--- config.mk ---
export PLATFORM = sky130hd
export DESIGN_NAME = bvm_ram
export DESIGN_NICKNAME = d
export VERILOG_FILES = /design/src/rtl/bvm_ram.sv
export SDC_FILE = /design/constraint.sdc
export NUM_CORES = 2
export LEC_CHECK = 0
export ABC_AREA = 1
export BUFFER_PORTS_ARGS = -buffer_cell sky130_fd_sc_hd__buf_2
export CORE_UTILIZATION = 47
export CTS_BUF_LIST = sky130_fd_sc_hd__clkbuf_8 sky130_fd_sc_hd__clkbuf_16
export CTS_CLUSTER_SIZE = 14
export DETAILED_ROUTE_END_ITERATION = 16
export PLACE_DENSITY = 0.59
export REMOVE_ABC_BUFFERS = 1
export SYNTH_ARGS = -nofsm -noshare
export SYNTH_HDL_FRONTEND = slang
export SYNTH_SLANG_ARGS = --single-unit
--- constraint.sdc ---
create_clock -name clk -period 3.9 [get_ports clk]
set_clock_uncertainty 0.05 [all_clocks]
set_input_delay 0.78 -clock clk [delete_from_list [all_inputs] [get_ports clk]]
set_output_delay 0.78 -clock clk [all_outputs]
set_load 0.02 [all_outputs]
--- src/rtl/bvm_ram.sv ---
// Generic single-write, single-read RAM with registered read data.
// No dependencies.
`default_nettype none
module bvm_ram #(
	parameter int WIDTH = 8,
	parameter int DEPTH = 256
) (
	input  wire logic                     clk,
	input  wire logic                     we,
	input  wire logic [$clog2(DEPTH)-1:0] waddr,
	input  wire logic [WIDTH-1:0]         wdata,
	input  wire logic [$clog2(DEPTH)-1:0] raddr,
	output logic      [WIDTH-1:0]         rdata
);
	logic [WIDTH-1:0] mem [DEPTH];

	always_ff @(posedge clk) begin
		if (we) begin
			mem[waddr] <= wdata;
		end
		rdata <= mem[raddr];
	end
endmodule
`default_nettype wire

==> metrics.txt <==
Avg Vias per Cell 5.74; share of layout cells above drive strength 1 0.0914; CTS clk-pin slew, worst paths 60 ps; cell taking the most area after synthesis edfxtp_1; nets@finish 7123; per-cell routed wire length 24.9 um; largest net degree at the start of global routing 145; first-pass GRT wire length 352000 um; Top cell by count, worst path nand3_1; minimum clock period 2750 ps; full die area 179000 um2; FILL cells 14957; Worst Hold Class in2reg; DR iter-0 viols 6336; Startpoint Class input port; Fmax achieved 0.364 GHz; Max Slew Vio Count 0; Initial Util 0.474; Setup Viol. Count Final 0; Yosys reg bits 2056; Max H-tree Level 4; clock sink count 2056; top cell type's share of synthesized area 0.737; CTS root buf clkbuf_16; critical path peak fanout 91; Pwr Density 495 nW/um2; Worst path max stage delay 390 ps; RSZ-0062 raised after global routing no; Buf+Inv Stages, Crit Path 3; top cells by area, synth edfxtp_1 74%, nand3_1 12%, nand2_1 9.6%, buf_2 1.6%, nor2_1 1.3%; post-synthesis sequential area ratio 0.739; initial antenna violation count 10; Routed WL 239000 um; CTS tree done; Slowest cell on crit path buf_12; postcts setup bufs 0; Max-Cap Viols 0; CTS buffer count 209; cts hold-fix bufs 0; Final Hold Viols 0; Placeable Area 176000 um2; crit path cell chain buf_8, buf_12, buf_12, nand2_1, nand3_1, nand3_1, nand3_1, nand3_1, nand3_1, nand3_1, nand2_1, nand2_1, nand2_1; Gate Count Post-Synth 7003; Syn Area/Cell 11.9 um2; Placed Area 87500 um2; CP arrival 3470 ps; clk buf depth 3; drc violations 0; via count 55274; Final period util 0.705; die extent in y 423 um; DR pass1 iterations 5; delay-heaviest family, CP simple AND/OR/NAND/NOR gates; CP required 4620 ps; Final Instance Area 94100 um2; detailed placement HPWL 140000 um; Routability Congestion 0.944; vias in the first global route 52262; IO Pins 34; worst skew pair latency 870 ps; Die X 423 um; Antenna Violating Nets Remaining 0; area of the mapped netlist 83400 um2; crit path capture type register; maximum vdd ir drop 0.000353 V; post-synthesis cell type count 14; post-CTS sizing 0; total track usage 0.265; Power, Total 46.5 mW; # rows 154; grt ovf 0; Max-slew headroom 0.304; worst slew pin tran 1040 ps; Area Overhead vs Synth 12.9%; PortBufs 33; Crit Path Class in2reg; P_leak 33.1 nW; run status complete, no violations; yosys warns 0
==> final timing paths <==
check / slack, ps / cells past startpoint / endpoint / startpoint
worst min register to register: 940 / 10 / rdata[6]$_DFF_P_ / mem[24][6]$_DFFE_PP_
worst max-delay path: 1150 / 13 / rdata[4]$_DFF_P_ / raddr[0]
worst max register to register: 1730 / 10 / rdata[4]$_DFF_P_ / mem[125][4]$_DFFE_PP_
worst min-delay path: 300 / 1 / mem[29][0]$_DFFE_PP_ / wdata[0]
==> placed cells by master (no fill, tap or decap) <==
master,instances
nand2_1,2115
edfxtp_1,2048
nand3_1,2019
nor2_1,283
buf_4,267
clkbuf_16,210
inv_1,84
buf_12,67
clkinv_1,52
clkinv_2,40
buf_2,21
bufinv_16,13
diode_2,11
buf_8,11
nand2_2,8
dfxtp_1,8
inv_6,5
clkinvlp_4,5
clkinv_8,4
inv_16,3
inv_8,3
clkinv_16,3
clkbuf_8,2
inv_4,1
inv_2,1
clkinv_4,1
==> per-stage QoR <==
stage / TNS, ps / cells / setup WS (ps) / util / hold slack, ps
after global placement: 0 / 9226 / 258 / 0.497 / 917
after detailed placement: 0 / 9226 / 267 / 0.497 / 922
final: 0 / 9625 / 1150 / 0.534 / 299
after global routing: 0 / 9622 / 1060 / 0.534 / 282
after floorplan: -20580 / 6520 / -2580 / - / 785
after CTS: 0 / 9614 / 1180 / 0.534 / 264
==> synth_stat cells, drive strengths merged <==
cell type / n
nand2: 2123
edfxtp: 2048
nand3: 2019
buf: 371
nor2: 283
clkbuf: 112
inv: 39
dfxtp: 8
==> power by group <==
group	total (mW)	leakage, nW	switching [mW]	internal, mW
clock network	19.2	3.41	8.53	10.7
logic	2.95	11.2	2.21	0.739
registers	24.4	18.5	0.0375	24.4
==> state kept, by name (all words and copies together), names as in the netlist <==
register / cells
mem: 2048
rdata: 8
==> layer usage <==
metal / vias to the layer above / global-route usage / wire [um]
met5: - / 0 / 11
met4: 2 / 0.103 / 8690
met3: 396 / 0.0407 / 19000
met2: 2299 / 0.415 / 113000
met1: 27495 / 0.374 / 99100
li1: 25082 / - / -
==> final cells by class <==
cell class	count	area, um2	share of cell area
clock buffer	212	5280	0.0561
sequential	2056	61700	0.655
clock inverter	176	1270	0.0135
inverter	39	180	0.00191
multi-input combinational	4425	19200	0.204
timing repair buffer	366	3620	0.0384
antenna	11	27.5	0.000292
tap	2340	2930	0.0311
==> logic make-up (layout without fill, tap and decap cells) <==
family,count (synthesis),in the layout,share of synthesized area
flops,2056,2056,0.739
buf+inv,522,793,0.0312
other cells,0,11,0
simple gates,4425,4425,0.229
(Power assumes the default switching activity.)
