$ cat src/rtl/bvm_pkg.sv
// Package for the bytecode VM instruction core: item and result types,
// sequencer states, shared ALU codes, instruction constants and the font.
// No dependencies.
`default_nettype none
package bvm_pkg;

	localparam int MEM_AW  = 12;
	localparam int DISP_AW = 8;
	localparam int VREG_AW = 4;
	localparam int MEM_BYTES  = 4096;
	localparam int DISP_BYTES = 256;
	localparam int VREG_COUNT = 16;
	localparam int FONT_BYTES = 80;

	// item opcodes
	localparam logic [1:0] OP_WRITE  = 2'd0;
	localparam logic [1:0] OP_EXEC   = 2'd1;
	localparam logic [1:0] OP_READ   = 2'd2;
	localparam logic [1:0] OP_UNUSED = 2'd3;

	// whole instructions and sub-codes
	localparam logic [15:0] INS_CLS = 16'h00E0;
	localparam logic [15:0] INS_RET = 16'h00EE;
	localparam logic [7:0]  KK_SKP  = 8'h9E;
	localparam logic [7:0]  KK_SKNP = 8'hA1;
	localparam logic [7:0]  KK_LDDT = 8'h07;
	localparam logic [7:0]  KK_WKEY = 8'h0A;
	localparam logic [7:0]  KK_STDT = 8'h15;
	localparam logic [7:0]  KK_STST = 8'h18;
	localparam logic [7:0]  KK_ADDI = 8'h1E;
	localparam logic [7:0]  KK_FONT = 8'h29;
	localparam logic [7:0]  KK_BCD  = 8'h33;
	localparam logic [7:0]  KK_STOR = 8'h55;
	localparam logic [7:0]  KK_LOAD = 8'h65;
	localparam logic [3:0]  N_LD   = 4'h0;
	localparam logic [3:0]  N_OR   = 4'h1;
	localparam logic [3:0]  N_AND  = 4'h2;
	localparam logic [3:0]  N_XOR  = 4'h3;
	localparam logic [3:0]  N_ADD  = 4'h4;
	localparam logic [3:0]  N_SUB  = 4'h5;
	localparam logic [3:0]  N_SHR  = 4'h6;
	localparam logic [3:0]  N_SUBN = 4'h7;
	localparam logic [3:0]  N_SHL  = 4'hE;
	localparam logic [3:0]  VF_IDX = 4'hF;

	typedef struct packed {
		logic [1:0]  opcode;
		logic [11:0] address;
		logic [7:0]  data;
		logic [15:0] key_states;
		logic [7:0]  random_byte;
	} cmd_t;

	typedef struct packed {
		logic [11:0] program_counter;
		logic [15:0] executed_instruction;
		logic [7:0]  read_data;
		logic        key_wait;
		logic        sprite_collision;
		logic        sound_on;
		logic        unknown_instruction;
	} rsp_t;

	typedef enum logic [2:0] {
		ALU_PASS, ALU_OR, ALU_AND, ALU_XOR, ALU_ADD, ALU_SUB, ALU_SHR, ALU_SHL
	} alu_op_t;

	typedef struct packed {
		logic [7:0] res;
		logic       flag;
		logic       eq;
		logic       ge;
	} alu_res_t;

	typedef enum logic [4:0] {
		S_CLEAR, S_IDLE, S_RD_A, S_RD_D, S_F0, S_F1, S_F2, S_F3, S_F4, S_EXEC,
		S_WF, S_CLS, S_DR0, S_DR1, S_DR2, S_DR3, S_BCD_H, S_BCD_T, S_BCD_W0,
		S_BCD_W1, S_BCD_W2, S_ST0, S_ST1, S_LD0, S_LD1, S_TICK, S_DONE
	} state_t;

	localparam logic [7:0] GLYPHS [FONT_BYTES] = '{
		8'hf0, 8'h90, 8'h90, 8'h90, 8'hf0, 8'h20, 8'h60, 8'h20, 8'h20, 8'h70,
		8'hf0, 8'h10, 8'hf0, 8'h80, 8'hf0, 8'hf0, 8'h10, 8'hf0, 8'h10, 8'hf0,
		8'h90, 8'h90, 8'hf0, 8'h10, 8'h10, 8'hf0, 8'h80, 8'hf0, 8'h10, 8'hf0,
		8'hf0, 8'h80, 8'hf0, 8'h90, 8'hf0, 8'hf0, 8'h10, 8'h20, 8'h40, 8'h40,
		8'hf0, 8'h90, 8'hf0, 8'h90, 8'hf0, 8'hf0, 8'h90, 8'hf0, 8'h10, 8'hf0,
		8'hf0, 8'h90, 8'hf0, 8'h90, 8'h90, 8'he0, 8'h90, 8'he0, 8'h90, 8'he0,
		8'hf0, 8'h80, 8'h80, 8'h80, 8'hf0, 8'he0, 8'h90, 8'h90, 8'h90, 8'he0,
		8'hf0, 8'h80, 8'hf0, 8'h80, 8'hf0, 8'hf0, 8'h80, 8'hf0, 8'h80, 8'h80
	};

	function automatic logic [7:0] glyph(input logic [6:0] i);
		glyph = (i < 7'(FONT_BYTES)) ? GLYPHS[i] : 8'h00;
	endfunction

endpackage
`default_nettype wire

$ cat src/rtl/bvm_alu.sv
// Shared 8-bit ALU: logic ops, add/sub with flag, shifts, compares.
// Depends on bvm_pkg.
`default_nettype none
module bvm_alu (
	input  wire bvm_pkg::alu_op_t  op,
	input  wire logic [7:0]        a,
	input  wire logic [7:0]        b,
	output bvm_pkg::alu_res_t      y
);
	logic [8:0] sum;

	assign sum = {1'b0, a} + {1'b0, b};

	always_comb begin
		y.eq   = (a == b);
		y.ge   = (a >= b);
		y.flag = 1'b0;
		case (op)
			bvm_pkg::ALU_PASS: y.res = b;
			bvm_pkg::ALU_OR:   y.res = a | b;
			bvm_pkg::ALU_AND:  y.res = a & b;
			bvm_pkg::ALU_XOR:  y.res = a ^ b;
			bvm_pkg::ALU_ADD: begin
				y.res  = sum[7:0];
				y.flag = sum[8];
			end
			bvm_pkg::ALU_SUB: begin
				y.res  = a - b;
				y.flag = (a > b);
			end
			bvm_pkg::ALU_SHR: begin
				y.res  = {1'b0, a[7:1]};
				y.flag = a[0];
			end
			bvm_pkg::ALU_SHL: begin
				y.res  = {a[6:0], 1'b0};
				y.flag = a[7];
			end
			default: y.res = b;
		endcase
	end
endmodule
`default_nettype wire

$ cat config.mk
export PLATFORM = sky130hd
export DESIGN_NAME = bvm_alu
export DESIGN_NICKNAME = d
export VERILOG_FILES = /design/src/rtl/bvm_pkg.sv /design/src/rtl/bvm_alu.sv
export SDC_FILE = /design/constraint.sdc
export NUM_CORES = 1
export LEC_CHECK = 0
export BUFFER_PORTS_ARGS = -buffer_cell sky130_fd_sc_hd__buf_2
export CORE_UTILIZATION = 54
export DETAILED_ROUTE_END_ITERATION = 8
export PLACE_DENSITY = 0.84
export REMOVE_ABC_BUFFERS = 1
export SYNTH_ARGS = -nofsm -noshare
export SYNTH_HDL_FRONTEND = slang
export SYNTH_SLANG_ARGS = --single-unit
export TNS_END_PERCENT = 50
$ cat constraint.sdc
create_clock -name vclk -period 1.34
set_input_delay 0 -clock vclk [all_inputs]
set_output_delay 0 -clock vclk [all_outputs]
set_load 0.05 [all_outputs]
==> key figures, run 1 <==
Floorplanning
  • Die Wd: between 50 and 60 µm
  • Top-level I/O count: 30
  • Starting Density: 59.0%
  • Rows: 18
  • DIE HEIGHT: between 50 and 60 µm

Place
  • Port bufs: 30
  • RD Place Congestion: about 1.0
  • Detailed Place HPWL: about 4.3 mm
  • Placed instance area: about 2100 µm²
  • DP Worst Slack: -0.540 ns

Synth
  • Cells after Synth: 209
  • Sequential area share after synthesis: 0%
  • Synthesized area: approximately 1500 µm²
  • Avg Synthesized Cell Area: about 7 µm²
  • Ys Warns: 0
  • Count leader, synth: ha_1
  • Synth cell count leaders: ha_1 (26), inv_1 (23), a21oi_1 (21), nor2_1 (16), nand2_1 (14)
  • Top-area cell type share of the netlist area: between 20 and 25%
  • Top cells by area, synth: ha_1 (22%), a21oi_1 (7.0%), inv_1 (5.8%), mux2i_1 (5.3%), o21ai_0 (4.3%)
  • Yosys top cell by area: ha_1
  • Synth cell types: 54

Timing
  • WEP type: primary output
  • Crit. endpoint post-GRT repair: y[9]

Global routing
  • Largest net degree at the start of global routing: 22

Run status
  • Last stage reached: global routing
  • Err: [ERROR DPL-0038] Utilization greater than 100%, impossible to legalize
  • Status: aborted with a tool error
## repair_timing
item	in CTS
hold buffers	0
setup buffers	2
pin swaps	25
endpoints found under the setup margin	10
gates resized for setup	59
## logic make-up after synthesis
logic type | after synthesis | share of synthesized area, %
xor gates and xnor gates | 5 | 2.92
and+or+nand+nor | 61 | 21.5
adders and majority gates | 28 | 24.3
muxes | 11 | 9.08
AOI/OAI and AO/OA | 68 | 30.3
buffers and inverters | 36 | 11.9
## through the flow
stage	std cells	utilization, %
3_5_place_dp	326	83.9
4_1_cts	328	93.0
3_3_place_gp	326	83.9
2_1_floorplan	196	-
==> inputs of run 2 (changes only) <==
Settings changed: CORE_UTILIZATION 54 to 40, PLACE_DENSITY 0.84 to default, PLACE_DENSITY_LB_ADDON from default to 0.15.
Clock period 1.34 ns to 1.74 ns, I/O delays scaled along.
==> run 2 against run 1 <==
  * The flow now finishes without violations
  * Synthesized cell count is the same
  * Area after synthesis did not move
==> key figures, run 2 <==
Synth
  • Ys Warns: 0 (unchanged)
  • Top-area cell type share of the netlist area: 21.7% (unchanged)
  • Count leader, synth: ha_1 (unchanged)
  • Top cells by area, synth: ha_1 (22%), a21oi_1 (7.0%), inv_1 (5.8%), mux2i_1 (5.3%), o21ai_0 (4.3%) (unchanged)
  • Avg Synthesized Cell Area: 7.18 µm² (unchanged)
  • Sequential area share after synthesis: 0% (unchanged)
  • Synthesized area: 1500 µm² (unchanged)
  • Synth cell count leaders: ha_1 (26), inv_1 (23), a21oi_1 (21), nor2_1 (16), nand2_1 (14) (unchanged)
  • Yosys top cell by area: ha_1 (unchanged)
  • Cells after Synth: 209 (unchanged)
  • Synth cell types: 54 (unchanged)

Place
  • Detailed Place HPWL: 3.57 mm (was 4.29 mm)
  • Port bufs: 30 (unchanged)
  • RD Place Congestion: 0.931 (was 1.02)
  • Placed instance area: 1960 µm² (was 2130 µm²)
  • DP Worst Slack: -0.156 ns (was -0.540 ns)

Global routing
  • Largest net degree at the start of global routing: 21
  • Number of global-route vias before repair: 1538
  • GRT Resource Usage Total: 22.1%
  • Grt ovf: 0
  • Number of antenna violations at the first check in global routing: 0
  • First-pass GRT wire length: 7.25 mm

Timing
  • Slew at the pin closest to its max-slew limit: between 0.3 and 0.4 ns
  • WHS: 0.439 ns
  • Fin. Hold Viols: 0
  • Fin crit period: ~1.7 ns
  • RSZ-0062 raised after global routing: yes
  • Post-Route Setup TNS: 0 ns
  • Max_slew headroom: between 70 and 80%
  • Fin. max-slew vios: 0
  • Max Freq: 579 MHz
  • Worst setup margin: approximately 0.013 ns
  • Finish-stage setup viols: 0
  • Tcrit/Tclk final: between 90% and 100%

Critical path
  • CP Max Fanout: 3
  • CP Class: input port to output pin
  • Crit-path slowest cell: fa_2
  • CP endpoint kind: output pin
  • WP data arrival: roughly 1.7 ns
  • CP Cell Sequence: buf_6, ha_4, fa_2, a21o_4, a221oi_4, xnor2_1, nand2_1, a21oi_1, buf_4
  • Slowest stage delay, CP: around 0.36 ns
  • Worst endpoint required time: 1.74 ns
  • Startpoint Class: input port

Routing
  • Final WL: approximately 4.4 mm
  • DR iter-0 viols: ~120
  • Antenna-violating nets left: 0
  • Vias: 1712
  • Vias/cell: approximately 5.4
  • DRT Pass-1 Iters: 4
  • DRC errors left: 0
  • Wire per inst: about 14 µm

Floorplanning
  • Die Area: between 4000 and 5000 µm²
  • DIE HEIGHT: 63.3 µm (was 54.7 µm)
  • Floorplan core area: between 3000 and 4000 µm²
  • Rows: 21 (was 18)
  • Die Wd: 63.3 µm (was 54.7 µm)
  • Top-level I/O count: 30 (unchanged)
  • Starting Density: 43.3% (was 59.0%)

Cells and area
  • Core Util, Final: about three fifths
  • Layout cells sized above 1: between 30 and 40%
  • Leading cell type in the layout, fill and taps excluded: buf_4
  • Finished Cell Area: roughly 2100 µm²
  • Register area: 0 µm²
  • Clock buffers: 0
  • Filler Cell Count: 359
  • Area of the multi-input gates: around 1500 µm²
  • # diodes: 0
  • Sequential cells: 0
  • Commonest cells after routing, fill and taps aside: buf_4 (51), inv_1 (22), buf_2 (21)
  • Area Growth Syn to Fin: 43.1%
  • Final net count: roughly 320

Hold path
  • Hold Crit Class: input port to output pin

Pwr
  • Power density over cell area: between 300 and 400 nW/µm²
  • Peak supply drop: between 150 and 200 µV
  • Leakage: just over 0.001 µW

Clock network
  • Post-CTS setup buffers: 0 (was 2)

Run status
  • Status: finished, final reports clean (was aborted with a tool error)

Job
  • Max-cap violations: 0
## run 2: cell counts after synthesis
No cell type changed its count.
## run 2: per-layer routing
layer,GRT usage [%],vias up,part of all wire (%)
met5,0,-,0
met2,36.4,50,45
met4,1.14,0,0
met3,0,0,4.2
met1,33.4,782,51
li1,-,880,-
## run 2: worst paths after layout
path              cells past startpoint  startpoint   end  slack [ns]
hold / removal                        4        b[6]  y[9]        0.44
setup / recovery                      9        b[0]  y[9]        0.01
## run 2: critical path: cells and delay by family
family | cells | cell delay, ns
adder cells (fa/ha/maj) | 2 | 0.52
AND/OR/NAND/NOR | 1 | 0.06
buffers and inverters | 2 | 0.32
XOR/XNOR | 1 | 0.15
AO/OA/AOI/OAI | 3 | 0.68
## run 2: cells by family (layout without fill, tap and decap cells)
family                   after synthesis  in the layout  share of synthesized area, %
AO/OA/AOI/OAI                         68             68                          30.3
multiplexers                          11             11                          9.08
XOR/XNOR                               5              5                          2.92
AND/OR/NAND/NOR                       61             61                          21.5
buffers and inverters                 36             99                          11.9
adder cells (fa/ha/maj)               28             28                          24.3
## run 2: cell type report
class	count	area share, %
multi-input combinational	173	68.4
timing repair buffer	76	24.8
inverter	23	4.14
tap	46	2.68
## run 2: power breakdown
group / internal (µW) / switching [µW] / leakage [µW]
logic: 332 / 432 / 0.00103
clock network: 0 / 0 / 0
registers: 0 / 0 / 0
## run 2: through the flow
stage,cells,total power (µW)
6_report,318,764
5_1_grt,318,827
4_1_cts,318,699
3_5_place_dp,318,677
3_3_place_gp,318,676
2_1_floorplan,196,415
## run 2: timing repair
item	CTS	global route
hold buffers	0	0
resized for setup	13	30
setup endpoints to repair	7	8
pin swaps	4	12
Note: power is estimated with default switching activity, not from simulation.
==> inputs of run 3 (changes only) <==
Settings changed: CORE_MARGIN from default to 1.5.
==> run 3 against run 2 <==
  * The flow now finishes with violations (setup timing)
  * Power increased by 0.73%
  * Core utilization decreased by 2.7 points
  * Non-clock buffer count decreased by 4
  * Count of clock-buffer cells in the layout unchanged
  * Via count grew 2.7%
==> key figures, run 3 (same netlist as run 2, synthesis figures left out) <==
Run status
  • Status: finished, violations left (was finished, final reports clean)
  • Failing checks: setup timing

Critical path
  • CP Class: input port to output pin (unchanged)
  • Startpoint Class: input port (unchanged)
  • CP Cell Sequence: buf_8, ha_4, fa_2, a21o_1, a221oi_4, xnor2_1, nand2_1, a21oi_2, buf_6 (was buf_6, ha_4, fa_2, a21o_4, a221oi_4, xnor2_1, nand2_1, a21oi_1, buf_4)
  • CP Max Fanout: 3 (unchanged)
  • Critical path launch point: a[0] (was b[0])
  • CP endpoint kind: output pin (unchanged)
  • Crit-path slowest cell: fa_2 (unchanged)
  • Top delay family on crit path: compound AO/OA/AOI/OAI gates (unchanged)
  • Worst endpoint required time: 1.74 ns (about the same)
  • Slowest stage delay, CP: 0.35 ns (was 0.36 ns)
  • Crit path buf inv count: 2 (unchanged)
  • WP data arrival: 1.77 ns (was 1.73 ns)

Cells and area
  • Layout cells sized above 1: 42.5% (was 39.0%)
  • # diodes: 0 (unchanged)
  • Area Growth Syn to Fin: 43.4% (was 43.1%)
  • Register area: 0 µm² (unchanged)
  • Filler Cell Count: 356 (was 359)
  • Leading cell type in the layout, fill and taps excluded: buf_4 (unchanged)
  • Clock buffers: 0 (unchanged)
  • Non-filler instance count after layout: 316 (was 318)
  • Commonest cells after routing, fill and taps aside: buf_4 (45), inv_1 (20), buf_2 (20) (was buf_4 (51), inv_1 (22), buf_2 (21))
  • Sequential cells: 0 (unchanged)
  • Final net count: 317 (was 321)

Timing
  • Fin. max-slew vios: 0 (unchanged)
  • WHS: 0.467 ns (was 0.439 ns)
  • Max_slew headroom: 71.5% (was 74.7%)
  • Slew at the pin closest to its max-slew limit: 0.427 ns (was 0.376 ns)
  • Tcrit/Tclk final: 102% (was 99.3%)
  • RSZ-0062 raised after global routing: yes (unchanged)
  • Max Freq: 565 MHz (was 579 MHz)
  • Worst setup margin: -0.0312 ns (was 0.0126 ns)
  • Fin. Hold Viols: 0 (unchanged)
  • Finish-stage setup viols: 1 (was 0)
  • Fin crit period: 1.77 ns (was 1.73 ns)

Hold path
  • Hold Crit Class: input port to output pin (unchanged)
  • Hold Startpoint: b[7] (was b[6])

Pwr
  • Total power: 770 µW (was 764 µW)
  • Peak supply drop: 202 µV (was 177 µV)
  • Power density over cell area: 357 nW/µm² (was 356 nW/µm²)
  • Leakage: 0.00102 µW (was 0.00103 µW)

Clock network
  • Post-CTS Hold Buffers: 0 (unchanged)

Routing
  • DRT Pass-1 Iters: 5 (was 4)
  • Wire per inst: 14.9 µm (was 13.9 µm)
  • Vias/cell: 5.57 (was 5.38)
  • DR iter-0 viols: 140 (was 115)
  • Final WL: 4.72 mm (was 4.43 mm)
  • Vias: 1759 (was 1712)
  • Antenna-violating nets left: 0 (unchanged)
  • DRC errors left: 0 (unchanged)

Place
  • RD Place Congestion: 0.898 (was 0.931)
  • Detailed Place HPWL: 3.55 mm (was 3.57 mm)
  • Port bufs: 30 (unchanged)
  • Placed Cells incl. Taps: 314 (was 318)

Global routing
  • Number of global-route vias before repair: 1473 (was 1538)
  • First-pass GRT wire length: 7.23 mm (was 7.25 mm)
  • Number of antenna violations at the first check in global routing: 0 (unchanged)
  • GRT Resource Usage Total: 21.1% (was 22.1%)
  • Grt ovf: 0 (unchanged)
  • Largest net degree at the start of global routing: 22 (was 21)

Floorplanning
  • Floorplan core area: 3630 µm² (was 3470 µm²)
  • Die Wd: 64.3 µm (was 63.3 µm)
  • Starting Density: 41.3% (was 43.3%)
  • Die Area: 4130 µm² (was 4000 µm²)
  • Top-level I/O count: 30 (unchanged)
  • Rows: 22 (was 21)
  • DIE HEIGHT: 64.3 µm (was 63.3 µm)

Job
  • Max-cap violations: 0 (unchanged)
==> run 3: changes by cell type in the layout (fill, tap and decap cells not counted), sizes merged <==
cell,change
clkbuf,+1
buf,-5
==> run 3: layer usage <==
| layer | up-vias | global-route usage [%] | routed length, µm |
|---|---|---|---|
| li1 | 874 | - | - |
| met1 | 812 | 32.4 | 2230 |
| met2 | 67 | 34.9 | 2190 |
| met3 | 6 | 0 | 263 |
| met4 | 0 | 0.798 | 38 |
| met5 | - | 0 | 0 |
==> run 3: through the flow <==
step                setup TNS (ns)  area (µm²)  util, %  setup WS [ns]
floorplan                    -2.00        1410        -         -0.580
global placement            -0.457        1920     52.8         -0.136
detailed placement          -0.595        1920     52.8         -0.166
CTS                        -0.0653        1970     54.3        -0.0332
global route                -0.307        2150     59.3        -0.0684
finish                     -0.0312        2150     59.3        -0.0312
==> run 3: worst min-delay path: stages <==
cell	delay (ns)
buf_2	0.11
nor2_1	0.09
o22ai_1	0.07
buf_4	0.19
==> run 3: what timing repair did <==
| action | CTS | global route |
|---|---|---|
| buffers inserted | 0 | 2 |
| pin swaps | 5 | 18 |
| gates resized for setup | 17 | 40 |
| endpoints found under the setup margin | 6 | 9 |
==> run 3: worst paths after layout <==
| check | end | cells after the start |
|---|---|---|
| setup / recovery | y[9] | 9 |
| hold / removal | y[10] | 4 |
==> run 3: area by class of cell <==
type               count  area (µm²)  area share, %
inverters             23        86.3           4.01
well taps             48        60.1           2.79
multi-input cells    173        1490           69.0
repair buffers        72         520           24.2
==> run 3: where the power goes <==
group          internal (µW)  switching, µW  total [µW]
Sequential                 0              0           0
Combinational            327            443         770
Clock                      0              0           0
Total                    327            443         770
==> inputs of run 4 (changes only) <==
Settings changed: CAP_MARGIN from default to 20.
Clock period 1.74 ns to 1.58 ns, I/O delays scaled along.
==> run 4 against run 3 <==
  * The flow still finishes with violations (setup timing)
  * Wire length grew 9.6%
  * Core utilization is 7.9 points higher
  * Largest power group unchanged
  * Die area unchanged
  * Non-clock buffer count is 19 higher
  * Sequential cell count unchanged
  * Global-route usage rose by 1.6 points
  * Worst setup slack got worse by 0.063 ns
  * Critical path type unchanged
  * Hold slack gained 0.068 ns
  * Cell count up 6.0%
==> key figures, run 4 (same netlist as run 2, synthesis figures left out) <==
Run status
  • Status: finished, violations left (unchanged)
  • Failing checks: setup timing (unchanged)

Global routing
  • Number of global-route vias before repair: 1608 (was 1473)
  • Largest net degree at the start of global routing: 18 (was 22)
  • GRT Resource Usage Total: 22.7% (was 21.1%)
  • Grt ovf: 0 (unchanged)
  • Number of antenna violations at the first check in global routing: 0 (unchanged)
  • First-pass GRT wire length: 7.63 mm (was 7.23 mm)

Pwr
  • Clock share of power: 0% (about the same)
  • Total power: 964 µW (was 770 µW)
  • Sw Ratio: 54.8% (was 57.5%)
  • Leakage: 0.00112 µW (was 0.00102 µW)
  • Comb pwr share: 100.0% (about the same)
  • P_int: 436 µW (was 327 µW)
  • Peak supply drop: 242 µV (was 202 µV)
  • Switching Power: 528 µW (was 443 µW)
  • Power density over cell area: 395 nW/µm² (was 357 nW/µm²)
  • Flop pwr share: 0% (about the same)

Routing
  • Vias/cell: 5.46 (was 5.57)
  • DRC errors left: 0 (unchanged)
  • DR iter-0 viols: 137 (was 140)
  • DRT Pass-1 Iters: 4 (was 5)
  • Antenna-violating nets left: 0 (unchanged)
  • Final WL: 5.17 mm (was 4.72 mm)
  • Wire per inst: 15.4 µm (was 14.9 µm)
  • Vias: 1828 (was 1759)

Cells and area
  • Sequential cells: 0 (unchanged)
  • Leading cell type in the layout, fill and taps excluded: buf_4 (unchanged)
  • Commonest cells after routing, fill and taps aside: buf_4 (67), a21oi_1 (20), buf_2 (17) (was buf_4 (45), inv_1 (20), buf_2 (20))
  • # diodes: 0 (unchanged)
  • Register area: 0 µm² (unchanged)
  • Area of the multi-input gates: 1610 µm² (was 1490 µm²)
  • Clock buffers: 0 (unchanged)
  • Layout cells sized above 1: 51.6% (was 42.5%)
  • Area Growth Syn to Fin: 62.5% (was 43.4%)
  • Filler Cell Count: 324 (was 356)
  • Final net count: 336 (was 317)

Timing
  • Fin. max-slew vios: 0 (unchanged)
  • Max_slew headroom: 71.2% (was 71.5%)
  • Max Freq: between 500 and 600 MHz
  • Fin crit period: 1.67 ns
  • WHS: 0.534 ns (was 0.467 ns)
  • Fin. Hold Viols: 0 (unchanged)
  • Finish-stage setup viols: 8 (was 1)
  • RSZ-0062 raised after global routing: yes (unchanged)
  • Worst setup margin: -0.0938 ns (was -0.0312 ns)
  • Tcrit/Tclk final: 106%
  • Slew at the pin closest to its max-slew limit: 0.430 ns (was 0.427 ns)

Critical path
  • CP endpoint kind: output pin (unchanged)
  • Crit-path slowest cell: fa_2 (unchanged)
  • Slowest stage delay, CP: 0.37 ns (was 0.35 ns)
  • WP data arrival: 1.67 ns (was 1.77 ns)
  • CP Max Fanout: 3 (unchanged)
  • CP Class: input port to output pin (unchanged)
  • Startpoint Class: input port (unchanged)
  • Worst endpoint required time: 1.58 ns (was 1.74 ns)
  • CP Cell Sequence: buf_8, ha_4, fa_2, a21o_4, a221oi_4, xnor2_1, nand2_1, a21oi_1, buf_4 (was buf_8, ha_4, fa_2, a21o_1, a221oi_4, xnor2_1, nand2_1, a21oi_2, buf_6)

Hold path
  • Min-Delay Endpoint: y[9] (was y[10])
  • Hold Crit Class: input port to output pin (unchanged)
  • Hold Startpoint: b[6] (was b[7])
  • Worst hold path cell count: 5 (was 4)

Floorplanning
  • Starting Density: 41.3% (unchanged)
  • Floorplan core area: 3630 µm² (unchanged)
  • Die Area: 4130 µm² (unchanged)
  • DIE HEIGHT: 64.3 µm (unchanged)
  • Rows: 22 (unchanged)
  • Top-level I/O count: 30 (unchanged)
  • Die Wd: 64.3 µm (unchanged)

Place
  • RD Place Congestion: 0.858 (was 0.898)
  • Detailed Place HPWL: 3.77 mm (was 3.55 mm)
  • Port bufs: 30 (unchanged)

Job
  • Max-cap violations: 0 (unchanged)
## run 4: timing repair
| item | 4_1_cts | 5_1_grt |
|---|---|---|
| setup endpoints to repair | 8 | 9 |
| setup buffers | 1 | 1 |
| hold buffers | 0 | 0 |
| resized for setup | 52 | 38 |
| pin swaps | 18 | 18 |
## run 4: critical path: cells and delay by family
kind                     cells  cell delay (ns)
AO/OA/AOI/OAI                3             0.62
AND/OR/NAND/NOR              1             0.06
adder cells (fa/ha/maj)      2             0.53
XOR/XNOR                     1             0.15
buffers and inverters        2             0.31
## run 4: power by group through the flow
stage | Clock [µW] | Sequential [µW] | Combinational [µW]
5_1_grt | 0 | 0 | 1030
4_1_cts | 0 | 0 | 874
2_1_floorplan | 0 | 0 | 457
3_5_place_dp | 0 | 0 | 775
3_3_place_gp | 0 | 0 | 772
6_report | 0 | 0 | 964
## run 4: area by class of cell
cell class,instances,share of cell area [%]
well taps,48,2.46
inverters,23,3.74
multi-input cells,173,65.9
repair buffers,91,27.8
## run 4: worst max path at each step
stage / from / cells past startpoint / endpoint
4_1_cts: b[0] / 9 / y[9]
3_3_place_gp: a[0] / 9 / y[9]
3_5_place_dp: a[0] / 9 / y[9]
2_1_floorplan: b[5] / 5 / y[2]
6_report: b[0] / 9 / y[9]
5_1_grt: a[0] / 11 / y[5]
## run 4: metal layers
metal	share of wire, %	up-vias	global-route usage [%]
met5	0	-	0
met4	0.99	0	1.33
met3	4.9	8	0.528
met2	49	68	41.0
met1	45	844	31.5
li1	-	908	-
## run 4: through the flow
stage          setup TNS [ns]  instance area [µm²]  utilization (%)  setup WS [ns]  cells
2_1_floorplan           -3.28                 1410                -         -0.740    196
3_3_place_gp            -1.51                 2070             57.1         -0.300    333
3_5_place_dp            -1.60                 2070             57.1         -0.311    333
4_1_cts                -0.383                 2280             62.6         -0.102    334
5_1_grt                 -1.04                 2440             67.1         -0.171    335
6_report               -0.315                 2440             67.1        -0.0938    335
